[config.mk]
export PLATFORM = sky130hd
export DESIGN_NAME = uart_baud_divisor_search
export DESIGN_NICKNAME = d
export VERILOG_FILES = /design/src/rtl/core/ubd_pkg.sv /design/src/rtl/core/ubd_front.sv /design/src/rtl/core/ubd_div.sv /design/src/rtl/core/ubd_back.sv /design/src/rtl/core/uart_baud_divisor_search.sv
export SDC_FILE = /design/constraint.sdc
export NUM_CORES = 2
export LEC_CHECK = 0
export BUFFER_PORTS_ARGS = -buffer_cell sky130_fd_sc_hd__buf_2
export CAP_MARGIN = 10
export CORE_ASPECT_RATIO = 0.7
export CORE_MARGIN = 1
export CORE_UTILIZATION = 60
export CTS_CLUSTER_DIAMETER = 80
export DETAILED_ROUTE_END_ITERATION = 10
export PLACE_DENSITY = 0.77
export SYNTH_ARGS = -nofsm -noshare
export SYNTH_HDL_FRONTEND = slang
export SYNTH_SLANG_ARGS = --single-unit
[constraint.sdc]
create_clock -name clk_i -period 10.6 [get_ports clk_i]
set_clock_uncertainty 0.05 [all_clocks]
set_input_delay 1.06 -clock clk_i [delete_from_list [all_inputs] [get_ports clk_i]]
set_output_delay 1.06 -clock clk_i [all_outputs]
set_load 0.05 [all_outputs]
[src/rtl/core/ubd_pkg.sv]
// Shared types and constants of the baud divisor search block.
package ubd_pkg;

  localparam int unsigned MAX_OVERSAMPLE = 32;
  localparam int unsigned MIN_OVERSAMPLE = 4;
  localparam int unsigned DIVISOR_MAX = 8191;
  localparam int unsigned TOL_DIV = 100;
  localparam int unsigned TOL_MUL = 3;
  localparam logic [31:0] CLK_RESET = 32'd80000000;

  // A rate shifted right by two, times this reciprocal of 25 scaled by 2^30 and then shifted
  // right by 30, is the rate divided by 100 for every 27-bit rate.
  localparam logic [25:0] TOL_RECIP = 26'd42949673;

  localparam int unsigned RATE_W = 27;
  localparam int unsigned RATIO_W = 6;
  localparam int unsigned DIV_W = 13;
  localparam int unsigned QDEPTH = 2;

  typedef struct packed {
    logic [RATE_W-1:0] rate;
    logic              invalid;
  } item_t;

  typedef struct packed {
    logic        start;
    logic [31:0] dividend;
    logic [32:0] divisor;
  } div_req_t;

  typedef struct packed {
    logic               busy;
    logic               done;
    logic [31:0]        quotient;
  } div_rsp_t;

  typedef struct packed {
    logic [RATIO_W-1:0] ratio;
    logic [DIV_W-1:0]   divisor;
    logic [31:0]        error;
    logic               within_tol;
    logic               both_edge;
    logic               saturated;
    logic               invalid;
  } result_t;

  typedef enum logic [3:0] {
    S_IDLE, S_TOL, S_PROD, S_Q0, S_Q0W, S_MUL, S_Q1, S_Q1W, S_Q2, S_Q2W, S_FIN
  } back_state_e;

endpackage

[src/rtl/core/ubd_front.sv]
// Front part: accepts request words, flags a zero rate and queues them.
module ubd_front import ubd_pkg::*; (
  input  logic              clk_i,
  input  logic              rst_ni,
  input  logic              push,
  output logic              full,
  input  logic [RATE_W-1:0] baud_rate_i,
  output logic              item_valid_o,
  output item_t             item_o,
  input  logic              item_take_i
);

  item_t            slot_q [QDEPTH];
  logic             wr_ptr_q, rd_ptr_q;
  logic [1:0]       count_q;
  logic             do_push, do_pop;

  assign full         = (count_q == 2'(QDEPTH));
  assign do_push      = push && !full;
  assign item_valid_o = (count_q != 2'd0);
  assign do_pop       = item_take_i && item_valid_o;
  assign item_o       = slot_q[rd_ptr_q];

  always_ff @(posedge clk_i) begin
    if (do_push) begin
      slot_q[wr_ptr_q].rate    <= baud_rate_i;
      slot_q[wr_ptr_q].invalid <= (baud_rate_i == '0);
    end
  end

  always_ff @(posedge clk_i or negedge rst_ni) begin
    if (!rst_ni) begin
      wr_ptr_q <= 1'b0;
      rd_ptr_q <= 1'b0;
      count_q  <= 2'd0;
    end else begin
      if (do_push) wr_ptr_q <= !wr_ptr_q;
      if (do_pop) rd_ptr_q <= !rd_ptr_q;
      count_q <= count_q + 2'(do_push) - 2'(do_pop);
    end
  end

endmodule

[src/rtl/core/ubd_div.sv]
// Radix-2 restoring divider, one quotient bit per cycle.
module ubd_div import ubd_pkg::*; (
  input  logic     clk_i,
  input  logic     rst_ni,
  input  div_req_t req_i,
  output div_rsp_t rsp_o
);

  logic        busy_q, done_q;
  logic [4:0]  cnt_q;
  logic [32:0] rem_q, rem_d;
  logic [31:0] quo_q;
  logic [32:0] dvs_q;
  logic [33:0] shifted;
  logic        bit_d;

  always_comb begin
    shifted = {rem_q, quo_q[31]};
    bit_d   = (shifted >= {1'b0, dvs_q});
    rem_d   = bit_d ? 33'(shifted - {1'b0, dvs_q}) : shifted[32:0];
  end

  always_ff @(posedge clk_i) begin
    if (req_i.start && !busy_q) begin
      quo_q <= req_i.dividend;
      dvs_q <= req_i.divisor;
      rem_q <= '0;
    end else if (busy_q) begin
      quo_q <= {quo_q[30:0], bit_d};
      rem_q <= rem_d;
    end
  end

  always_ff @(posedge clk_i or negedge rst_ni) begin
    if (!rst_ni) begin
      busy_q <= 1'b0;
      done_q <= 1'b0;
      cnt_q  <= '0;
    end else begin
      done_q <= busy_q && (cnt_q == 5'd31);
      if (req_i.start && !busy_q) begin
        busy_q <= 1'b1;
        cnt_q  <= '0;
      end else if (busy_q) begin
        cnt_q <= cnt_q + 5'd1;
        if (cnt_q == 5'd31) busy_q <= 1'b0;
      end
    end
  end

  assign rsp_o.busy     = busy_q;
  assign rsp_o.done     = done_q;
  assign rsp_o.quotient = quo_q;

endmodule

[src/rtl/core/ubd_back.sv]
// Back part: runs the ratio search over the shared divider and holds the result word.
module ubd_back import ubd_pkg::*; (
  input  logic        clk_i,
  input  logic        rst_ni,
  input  logic [31:0] clock_hz_i,
  input  logic        item_valid_i,
  input  item_t       item_i,
  output logic        item_take_o,
  output div_req_t    div_req_o,
  input  div_rsp_t    div_rsp_i,
  output logic        res_valid_o,
  output result_t     res_o,
  input  logic        res_pop_i
);

  back_state_e        state_q, state_d;
  logic [RATE_W-1:0]  rate_q;
  logic               inv_q;
  logic [RATIO_W-1:0] ratio_q;
  logic [31:0]        tol_q, prod_q, d_q, err_q, best_err_q;
  logic [32:0]        den_q, best_div_q;
  logic [RATIO_W-1:0] best_ratio_q;
  logic               res_valid_q;
  result_t            res_q;
  logic [31:0]        rate32, err_up, cand_err;
  logic [32:0]        cand_div;
  logic               fin_load;
  logic [50:0]        tol_prod;
  logic [20:0]        tol_quo;

  assign rate32 = {{(32-RATE_W){1'b0}}, rate_q};

  assign tol_prod = 51'(rate_q[RATE_W-1:2]) * 51'(TOL_RECIP);
  assign tol_quo  = tol_prod[50:30];

  always_comb begin
    err_up   = rate32 - div_rsp_i.quotient;
    cand_err = (err_q > err_up) ? err_up : err_q;
    cand_div = (err_q > err_up) ? ({1'b0, d_q} + 33'd1) : {1'b0, d_q};
  end

  assign fin_load = (state_q == S_FIN) && (!res_valid_q || res_pop_i);

  always_comb begin
    state_d             = state_q;
    item_take_o         = 1'b0;
    div_req_o.start     = 1'b0;
    div_req_o.dividend  = clock_hz_i;
    div_req_o.divisor   = {1'b0, prod_q};
    unique case (state_q)
      S_IDLE: begin
        if (item_valid_i) begin
          item_take_o = 1'b1;
          state_d     = item_i.invalid ? S_FIN : S_TOL;
        end
      end
      S_TOL: state_d = S_PROD;
      S_PROD: state_d = S_Q0;
      S_Q0: begin
        div_req_o.start = 1'b1;
        state_d         = S_Q0W;
      end
      S_Q0W: if (div_rsp_i.done) state_d = S_MUL;
      S_MUL: state_d = S_Q1;
      S_Q1: begin
        div_req_o.start   = 1'b1;
        div_req_o.divisor = den_q;
        state_d           = S_Q1W;
      end
      S_Q1W: if (div_rsp_i.done) state_d = S_Q2;
      S_Q2: begin
        div_req_o.start   = 1'b1;
        div_req_o.divisor = den_q + {27'd0, ratio_q};
        state_d           = S_Q2W;
      end
      S_Q2W: begin
        if (div_rsp_i.done) begin
          state_d = (ratio_q == RATIO_W'(MAX_OVERSAMPLE)) ? S_FIN : S_PROD;
        end
      end
      S_FIN: if (fin_load) state_d = S_IDLE;
      default: state_d = S_IDLE;
    endcase
  end

  always_ff @(posedge clk_i or negedge rst_ni) begin
    if (!rst_ni) begin
      state_q     <= S_IDLE;
      res_valid_q <= 1'b0;
    end else begin
      state_q <= state_d;
      if (fin_load) res_valid_q <= 1'b1;
      else if (res_pop_i) res_valid_q <= 1'b0;
    end
  end

  always_ff @(posedge clk_i) begin
    if (item_take_o) begin
      rate_q       <= item_i.rate;
      inv_q        <= item_i.invalid;
      ratio_q      <= RATIO_W'(MIN_OVERSAMPLE);
      best_err_q   <= {{(32-RATE_W){1'b0}}, item_i.rate};
      best_ratio_q <= '0;
      best_div_q   <= '0;
    end
    if (state_q == S_TOL) tol_q <= {11'd0, tol_quo} * 32'(TOL_MUL);
    if (state_q == S_PROD) prod_q <= 32'(rate_q * ratio_q);
    if (state_q == S_Q0W && div_rsp_i.done) begin
      d_q <= (div_rsp_i.quotient == '0) ? 32'd1 : div_rsp_i.quotient;
    end
    if (state_q == S_MUL) den_q <= 33'(d_q * ratio_q);
    if (state_q == S_Q1W && div_rsp_i.done) err_q <= div_rsp_i.quotient - rate32;
    if (state_q == S_Q2W && div_rsp_i.done) begin
      if (cand_err <= best_err_q) begin
        best_err_q   <= cand_err;
        best_ratio_q <= ratio_q;
        best_div_q   <= cand_div;
      end
      ratio_q <= ratio_q + RATIO_W'(1);
    end
    if (fin_load) begin
      if (inv_q) begin
        res_q.ratio      <= '0;
        res_q.saturated  <= 1'b0;
        res_q.divisor    <= '0;
        res_q.error      <= '0;
        res_q.within_tol <= 1'b0;
        res_q.both_edge  <= 1'b0;
        res_q.invalid    <= 1'b1;
      end else begin
        res_q.ratio      <= best_ratio_q;
        res_q.saturated  <= (best_div_q > 33'(DIVISOR_MAX));
        res_q.divisor    <= (best_div_q > 33'(DIVISOR_MAX)) ? DIV_W'(DIVISOR_MAX)
                                                           : best_div_q[DIV_W-1:0];
        res_q.error      <= best_err_q;
        res_q.within_tol <= (best_err_q < tol_q);
        res_q.both_edge  <= (best_ratio_q >= RATIO_W'(4)) && (best_ratio_q <= RATIO_W'(7));
        res_q.invalid    <= 1'b0;
      end
    end
  end

  assign res_valid_o = res_valid_q;
  assign res_o       = res_q;

  a_res_hold: assert property (@(posedge clk_i) disable iff (!rst_ni)
    res_valid_q && !res_pop_i |=> res_valid_q && $stable(res_q))
    else $error("result word changed before it was taken");

  a_div_idle_start: assert property (@(posedge clk_i) disable iff (!rst_ni)
    div_req_o.start |-> !div_rsp_i.busy)
    else $error("divider started while busy");

  a_take_idle: assert property (@(posedge clk_i) disable iff (!rst_ni)
    item_take_o |-> state_q == S_IDLE)
    else $error("item taken outside idle");

  a_ratio_range: assert property (@(posedge clk_i) disable iff (!rst_ni)
    (state_q == S_PROD) |-> (ratio_q >= RATIO_W'(MIN_OVERSAMPLE))
                         && (ratio_q <= RATIO_W'(MAX_OVERSAMPLE)))
    else $error("ratio out of range");

endmodule

[src/rtl/core/uart_baud_divisor_search.sv]
// Top level of the baud divisor search block.
//
// Requests enter through a queue interface: drive baud_rate_i and push while
// full is low. Results leave the same way: while empty is low the oldest word
// is on the result ports, and pop takes it.
// The source clock register is written with cfg_we_i and cfg_wdata_i; reset
// loads 80 MHz. The user must write it only while the block is idle; nothing enforces it.
// A nonzero rate is searched over each of the 29 ratios, with three divisions
// on the one shared radix-2 divider and two set-up states per ratio. The next
// request is taken only once the current result word is loaded. A zero rate
// goes from acceptance straight to S_FIN and then into the result register.
// A two-word queue in front lets requests arrive while a search runs, and a
// result register lets the next search start while a result waits. If the
// receiver stalls, one result is held and the next search stops at its end
// until the first is taken.
// Reset empties both queues and abandons any search in progress.
module uart_baud_divisor_search import ubd_pkg::*; (
  input  logic               clk_i,
  input  logic               rst_ni,
  input  logic               cfg_we_i,
  input  logic [31:0]        cfg_wdata_i,
  input  logic               push,
  output logic               full,
  input  logic [RATE_W-1:0]  baud_rate_i,
  output logic               empty,
  input  logic               pop,
  output logic [RATIO_W-1:0] oversample_ratio_o,
  output logic [DIV_W-1:0]   baud_divisor_o,
  output logic [31:0]        rate_error_o,
  output logic               within_tolerance_o,
  output logic               both_edge_sampling_o,
  output logic               divisor_saturated_o,
  output logic               invalid_rate_o
);

  logic [31:0] clock_q;
  logic        item_valid, item_take, res_valid;
  item_t       item;
  div_req_t    div_req;
  div_rsp_t    div_rsp;
  result_t     res;

  always_ff @(posedge clk_i or negedge rst_ni) begin
    if (!rst_ni) begin
      clock_q <= CLK_RESET;
    end else if (cfg_we_i) begin
      clock_q <= cfg_wdata_i;
    end
  end

  ubd_front u_front (
    .clk_i        (clk_i),
    .rst_ni       (rst_ni),
    .push         (push),
    .full         (full),
    .baud_rate_i  (baud_rate_i),
    .item_valid_o (item_valid),
    .item_o       (item),
    .item_take_i  (item_take)
  );

  ubd_div u_div (
    .clk_i  (clk_i),
    .rst_ni (rst_ni),
    .req_i  (div_req),
    .rsp_o  (div_rsp)
  );

  ubd_back u_back (
    .clk_i        (clk_i),
    .rst_ni       (rst_ni),
    .clock_hz_i   (clock_q),
    .item_valid_i (item_valid),
    .item_i       (item),
    .item_take_o  (item_take),
    .div_req_o    (div_req),
    .div_rsp_i    (div_rsp),
    .res_valid_o  (res_valid),
    .res_o        (res),
    .res_pop_i    (pop)
  );

  assign empty                = !res_valid;
  assign oversample_ratio_o   = res.ratio;
  assign baud_divisor_o       = res.divisor;
  assign rate_error_o         = res.error;
  assign within_tolerance_o   = res.within_tol;
  assign both_edge_sampling_o = res.both_edge;
  assign divisor_saturated_o  = res.saturated;
  assign invalid_rate_o       = res.invalid;

endmodule

## Yosys cells after proc, flatten, opt, wreduce, memory -nomap -nowiden

Memories as Yosys holds them, arrays and structs flattened.
Cells that the tools add are included.

- Memory bits (writable): 56
- Input bits: 64
- Logic and storage cells: 132
- Memories kept: 1
- Output and inout port bits: 57
- Register bits after elaboration: 458

Memories:

| name | depth | width | rd ports | clocked after memory_dff | wr ports | RTL line | RTL |
|---|---|---|---|---|---|---|---|
| u_front.slot_q | 2 | 28 | 1 | 0 | 1 | ubd_front.sv:13 | `item_t slot_q [QDEPTH];` |

- Add/subtract/negate cells: 9
- Mux-type cells: 39
- Magnitude comparators: 7
- Equal/unequal tests: 18
- Reduce and logical (&&, ||, !) cells: 24
- $mul: 4

Operator list:

| operator | number |
|---|---|
| 32-bit 2-to-1 mux | 6 |
| 33-bit 2-to-1 mux | 5 |
| 33-bit one-hot mux with 2 select lines | 1 |
| 25-bit by 26-bit multiplier with 51-bit output (second input constant) | 1 |
| 4-bit one-hot mux with 11 select lines | 1 |
| 34-bit by 33-bit greater-or-equal comparator with 1-bit output | 1 |
| 32-bit by 1-bit adder with 33-bit output (second input constant) | 1 |
| 33-bit by 6-bit adder with 33-bit output | 1 |
| 33-bit by 13-bit > comparator with 1-bit output (second input constant) | 1 |
| 32-bit by 6-bit multiplier with 33-bit output | 1 |
| 33-bit subtractor | 1 |
| 32-bit > comparator | 1 |
| 32-bit <= comparator | 1 |
| 32-bit zero test | 1 |
| 32-bit by 23-bit < comparator with 1-bit output | 1 |
| 27-bit by 6-bit multiplier with 32-bit output | 1 |
| 27-bit by 32-bit subtractor with 32-bit output | 1 |
| 32-bit by 27-bit subtractor with 32-bit output | 1 |
| 6-bit 2-to-1 mux | 5 |
| 4-bit 2-to-1 mux | 7 |
| 27-bit zero test | 1 |
| 21-bit by 2-bit multiplier with 23-bit output (second input constant) | 1 |
| 4-bit by 3-bit == test with 1-bit output (second input constant) | 4 |
| 13-bit 2-to-1 mux | 1 |
| 23 further kinds | 55 |

## Logic depth before layout (Yosys ltp)

- Depth after elaboration: 6
- Gate-level depth with buffers: 42

## Hierarchy

A second synthesis with hierarchy kept.

- Cell total of the unflattened synthesis: 5,112
- Area, all modules: 49,647.6 um2

By module, submodules not included:

| module | cells an instance | instances | seq. area each (um2) | area an instance (um2) |
|---|---|---|---|---|
| ubd_back | 4,350 | 1 | 8,783.4 | 39,771.9 |
| ubd_div | 578 | 1 | 2,787.7 | 6,188.4 |
| ubd_front | 115 | 1 | 1,781.7 | 2,328.5 |
| uart_baud_divisor_search | 69 | 1 | 810.8 | 1,358.8 |

## Least setup slack after synthesis

Ideal clock, no wire load.

- Kind: register to register
- From: register u_back.rate_q[6]
- To: register u_back.tol_q[21], data pin
- Path buffers: 0
- Setup time: 268 ps
- Setup slack: 1,607 ps
- Period minus slack after synthesis: 8,993 ps
- Cell stages (with the launch flop): 34
- Arrival time: 8,675 ps
- Cells stage by stage: edfxtp_1 > fa_1 > fa_1 > inv_1 > fa_1 > inv_1 > fa_1 > fa_1 > fa_1 > inv_1 > fa_1 > inv_1 > ha_1 > and3_1 > a311oi_1 > a2bb2oi_1 > nand2_1 > nor2_1 > xnor2_1 > ha_1 > fa_1 > a21o_1 > a21oi_1 > o21bai_1 > a21oi_1 > nor2b_1 > and3_1 > a2111oi_4 > o2bb2ai_1 > nor3_1 > a221oi_2 > o31ai_1 > a21oi_1 > xnor2_1

- Longest elaborated chain between the ends: 2

RTL lines:

| element | RTL line | RTL |
|---|---|---|
| start: declaration | ubd_back.sv:17 | `logic [RATE_W-1:0] rate_q;` |
| start signal: assignment | ubd_back.sv:99 | `rate_q <= item_i.rate;` |
| 25-bit by 26-bit multiplier with 51-bit output | ubd_back.sv:33 | `assign tol_prod = 51'(rate_q[RATE_W-1:2]) * 51'(TOL_RECIP);` |
| 21-bit by 2-bit multiplier with 23-bit output | ubd_back.sv:106 | `if (state_q == S_TOL) tol_q <= {11'd0, tol_quo} * 32'(TOL_MUL);` |
| end signal: assignment | ubd_back.sv:106 |  |
| end: declaration | ubd_back.sv:20 | `logic [31:0] tol_q, prod_q, d_q, err_q, best_err_q;` |

Every way passes these cells.
A chain may end at the register's enable or synchronous reset.

## Worst setup path in the final report

- From: register u_back.rate_q[13]
- To: register u_back.tol_q[21], data pin

The elaborated chain is that of the path after synthesis.

==> results.sh <==
export IMPL_path_class="flop to flop"
export IMPL_crit_family="adder cells"
export IMPL_powerDensity_nw_per_um2=92.7
export IMPL_slew_headroom=0.265
export IMPL_rows=86
export IMPL_wl_mm=132
export IMPL_p_int_mw=3.52
export IMPL_cts_num_sinks=514
export IMPL_postLayoutCellArea_sq_um=51100
export IMPL_dp_cells=5886
export IMPL_grt_pass1_wl_mm=205
export IMPL_finalSetupViolCount=0
export IMPL_grt_max_degree=77
export IMPL_htreeDepth=2
export IMPL_worst_pin_slew_ns=1.10
export IMPL_drive_gt1_frac=0.0846
export IMPL_yosysSeqAreaShare=0.297
export IMPL_finalCritPeriodShare=0.937
export IMPL_wl_met3_mm=18.5
export IMPL_clk_path_buf_depth=3
export IMPL_syn_avg_cell_area_sq_um=9.83
export IMPL_crit_path_frequent_cell="fa_1"
export IMPL_final_max_slew_viol_count=0
export IMPL_fin_crit_ns=9.94
export IMPL_p_seq_frac=0.483
export IMPL_startpoint="u_back.rate_q[13]"
export IMPL_hold_path_class="flop to flop"
export IMPL_start_kind="flop"
export IMPL_critical_path_required_ns=10.95
export IMPL_p_comb_frac=0.095
export IMPL_stdcell_count=5986
export IMPL_drv_cap=0
export IMPL_dieHeight_microns=238
export IMPL_cts_root_buf="clkbuf_16"
export IMPL_ant_nets=0
export IMPL_hold_ws_ns=0.422
export IMPL_io_pins=121
export IMPL_vias=35300
export IMPL_globalRouteOverflowTotal=0
export IMPL_io_buffers=120
export IMPL_dieArea_sq_um=80500
export IMPL_post_place_ws_ns=0.837
export IMPL_tritoncts="built"
export IMPL_setup_tns_ns=0
export IMPL_clkTransAtPathRegs_ns=0.07
export IMPL_post_cts_repair_setup_buffers=0
export IMPL_routed_top_layer="met5"
export IMPL_cts_buffers=53
export IMPL_drc=0
export IMPL_vdd_drop_max_uv=123
export IMPL_crit_path_end_kind="flop"
export IMPL_cp_slowest_stage_delay_ns=0.73
export IMPL_fin_nets=5924
export IMPL_post_route_util=0.650
export IMPL_syn_num_nets=5886
export IMPL_hold_viol=0
export IMPL_synth_cells=4847
export IMPL_grt_pass1_vias=34300
export IMPL_timing_critical_path_buf_inv=4
export IMPL_rsz0062_at_grt="no"
export IMPL_rr_startpoint="u_back.rate_q[13]"
export IMPL_arrival_ns=10.29
export IMPL_setup_ws_ns=0.664
export IMPL_ys_seq_elements=514
export IMPL_n_fill_cell=6213
export IMPL_status="finished clean"
export IMPL_viasPerCell=5.90
export IMPL_drt_iter0_drc=3623
export IMPL_coreArea_sq_um=78700
export IMPL_met1_length_mm=59.0
export IMPL_layout_area_overhead_vs_synth_pct=7.37
export IMPL_p_leak_nw=24.5
export IMPL_antenna_found_initial=3
export IMPL_globalplace_congestion=0.991
export IMPL_holdCritStartpoint="u_back.best_div_q[25]"
export IMPL_place_area_sq_um=49300
export IMPL_ys_warn_count=0
export IMPL_async_flop_share=0.0934
export IMPL_crit_slowest_cell="edfxtp_1"
export IMPL_power_mw=4.74
export IMPL_die_w_microns=339
export IMPL_worstSkewPairLatency_ns=0.67
export IMPL_p_clk_frac=0.422
export IMPL_mostFrequentLayoutCell="inv_1"
export IMPL_fmax_mhz=101
export IMPL_synthFlopType="edfxtp_1"
export IMPL_p_sw_mw=1.22
export IMPL_hpwl_mm=104
export IMPL_swShare=0.258
export IMPL_cts_resized=0
export IMPL_path_max_fanout=12
export IMPL_initial_core_util=0.605
export IMPL_grt_util_all_layers=0.334
export IMPL_ctsHoldBuffers=0
export IMPL_wl_per_cell_microns=22.1
export IMPL_firstDrtPassIters=6
export IMPL_syn_cell_area_sq_um=47600
export IMPL_synth_edf_count=362
export IMPL_wl_met2_mm=51.8
export IMPL_layout_common_cells="826 x inv_1, 542 x ha_1, 511 x nand2_1"
export IMPL_ys_types=93
==> area by class of cell <==
class	count	area (sq um)	area share
timing repair buffer	182	1070	0.0208
multi-input combinational	3305	29700	0.580
clock buffer	64	1370	0.0267
inverter	829	3110	0.0609
sequential	514	14200	0.277
clock inverter	35	434	0.00849
antenna	1	2.50	0.0000489
tap	1056	1320	0.0258
==> logic make-up (layout without fill, tap and decap cells) <==
group | Yosys count | count (layout) | synth area share
buf+inv | 1028 | 1110 | 0.0812
compound gates | 789 | 789 | 0.108
other cells | 0 | 1 | 0
xor+xnor | 228 | 228 | 0.0422
simple gates | 1166 | 1166 | 0.113
flops | 514 | 514 | 0.297
mux | 147 | 147 | 0.0334
fa+ha+maj | 975 | 975 | 0.324
==> path summary, 6_finish.rpt <==
path | slack [ns] | end | cells past startpoint
hold reg to reg | 0.42 | u_back.best_div_q[25] | 2
setup reg to reg | 0.66 | u_back.tol_q[21] | 34
min in group asynchronous | 0.57 | clock_q[8] | 2
hold / removal | 0.42 | u_back.best_div_q[25] | 2
max in group asynchronous | 9.31 | clock_q[5] | 2
setup / recovery | 0.66 | u_back.tol_q[21] | 34
==> registers in the layout, indices dropped and copies added, names as in the netlist, 23 cells and up <==
signal,flops
clock_q,32
u_back.best_div_q,33
u_back.best_err_q,32
u_back.d_q,32
u_back.den_q,33
u_back.err_q,32
u_back.prod_q,32
u_back.rate_q,27
u_back.res_o,55
u_back.tol_q,23
u_div.dvs_q,33
u_div.quo_q,32
u_div.rem_q,33
u_front.slot_q,56
==> synth_stat cells, types with 8 or more instances <==
cell,count,area share
o21bai_1,32,0.0050
o211a_1,8,0.0017
o21ai_1,8,0.00084
clkbuf_1,176,0.014
ha_1,542,0.14
xor2_1,72,0.013
nand3_1,88,0.0092
or3_1,10,0.0013
inv_1,826,0.065
and2_1,51,0.0067
dfstp_2,8,0.0044
nand2b_1,41,0.0054
a21oi_1,194,0.020
nor2_1,212,0.017
nor3_1,56,0.0059
a31oi_1,19,0.0025
mux2i_1,50,0.011
fa_1,433,0.18
o21ai_0,222,0.023
buf_1,17,0.0013
a22o_1,26,0.0048
a21o_1,96,0.015
nand2_1,511,0.040
a221o_1,21,0.0044
nor3b_1,14,0.0022
o211ai_1,13,0.0020
and3_1,38,0.0050
mux2_2,97,0.023
dfrtp_1,40,0.021
o31ai_1,10,0.0016
nor2b_1,44,0.0058
xnor2_1,154,0.028
edfxtp_1,362,0.23
dfxtp_1,104,0.044
a22oi_1,8,0.0013
and4_1,11,0.0020
nor4_1,28,0.0037
a21boi_0,12,0.0019
nand4_1,43,0.0056
o21a_1,32,0.0050
==> power groups by stage <==
stage          clock network, mW  logic (mW)  registers (mW)
2_1_floorplan                  0       0.300            2.30
3_3_place_gp                   0       0.432            2.32
3_5_place_dp                   0       0.438            2.33
4_1_cts                     2.02       0.445            2.29
5_1_grt                     2.09       0.487            2.29
6_report                    2.00       0.452            2.29
==> worst min-delay path, cell delays in order (launching register included) <==
cell,delay (ns)
dfxtp_1,0.31
nand3_1,0.05
o21ai_0,0.06
==> layer usage <==
metal | up-vias | track usage
met5 | - | 0
met4 | 4 | 0.0747
met3 | 171 | 0.125
met2 | 1778 | 0.452
met1 | 17200 | 0.504
li1 | 16200 | -
Power figures use the tool's default switching activity.
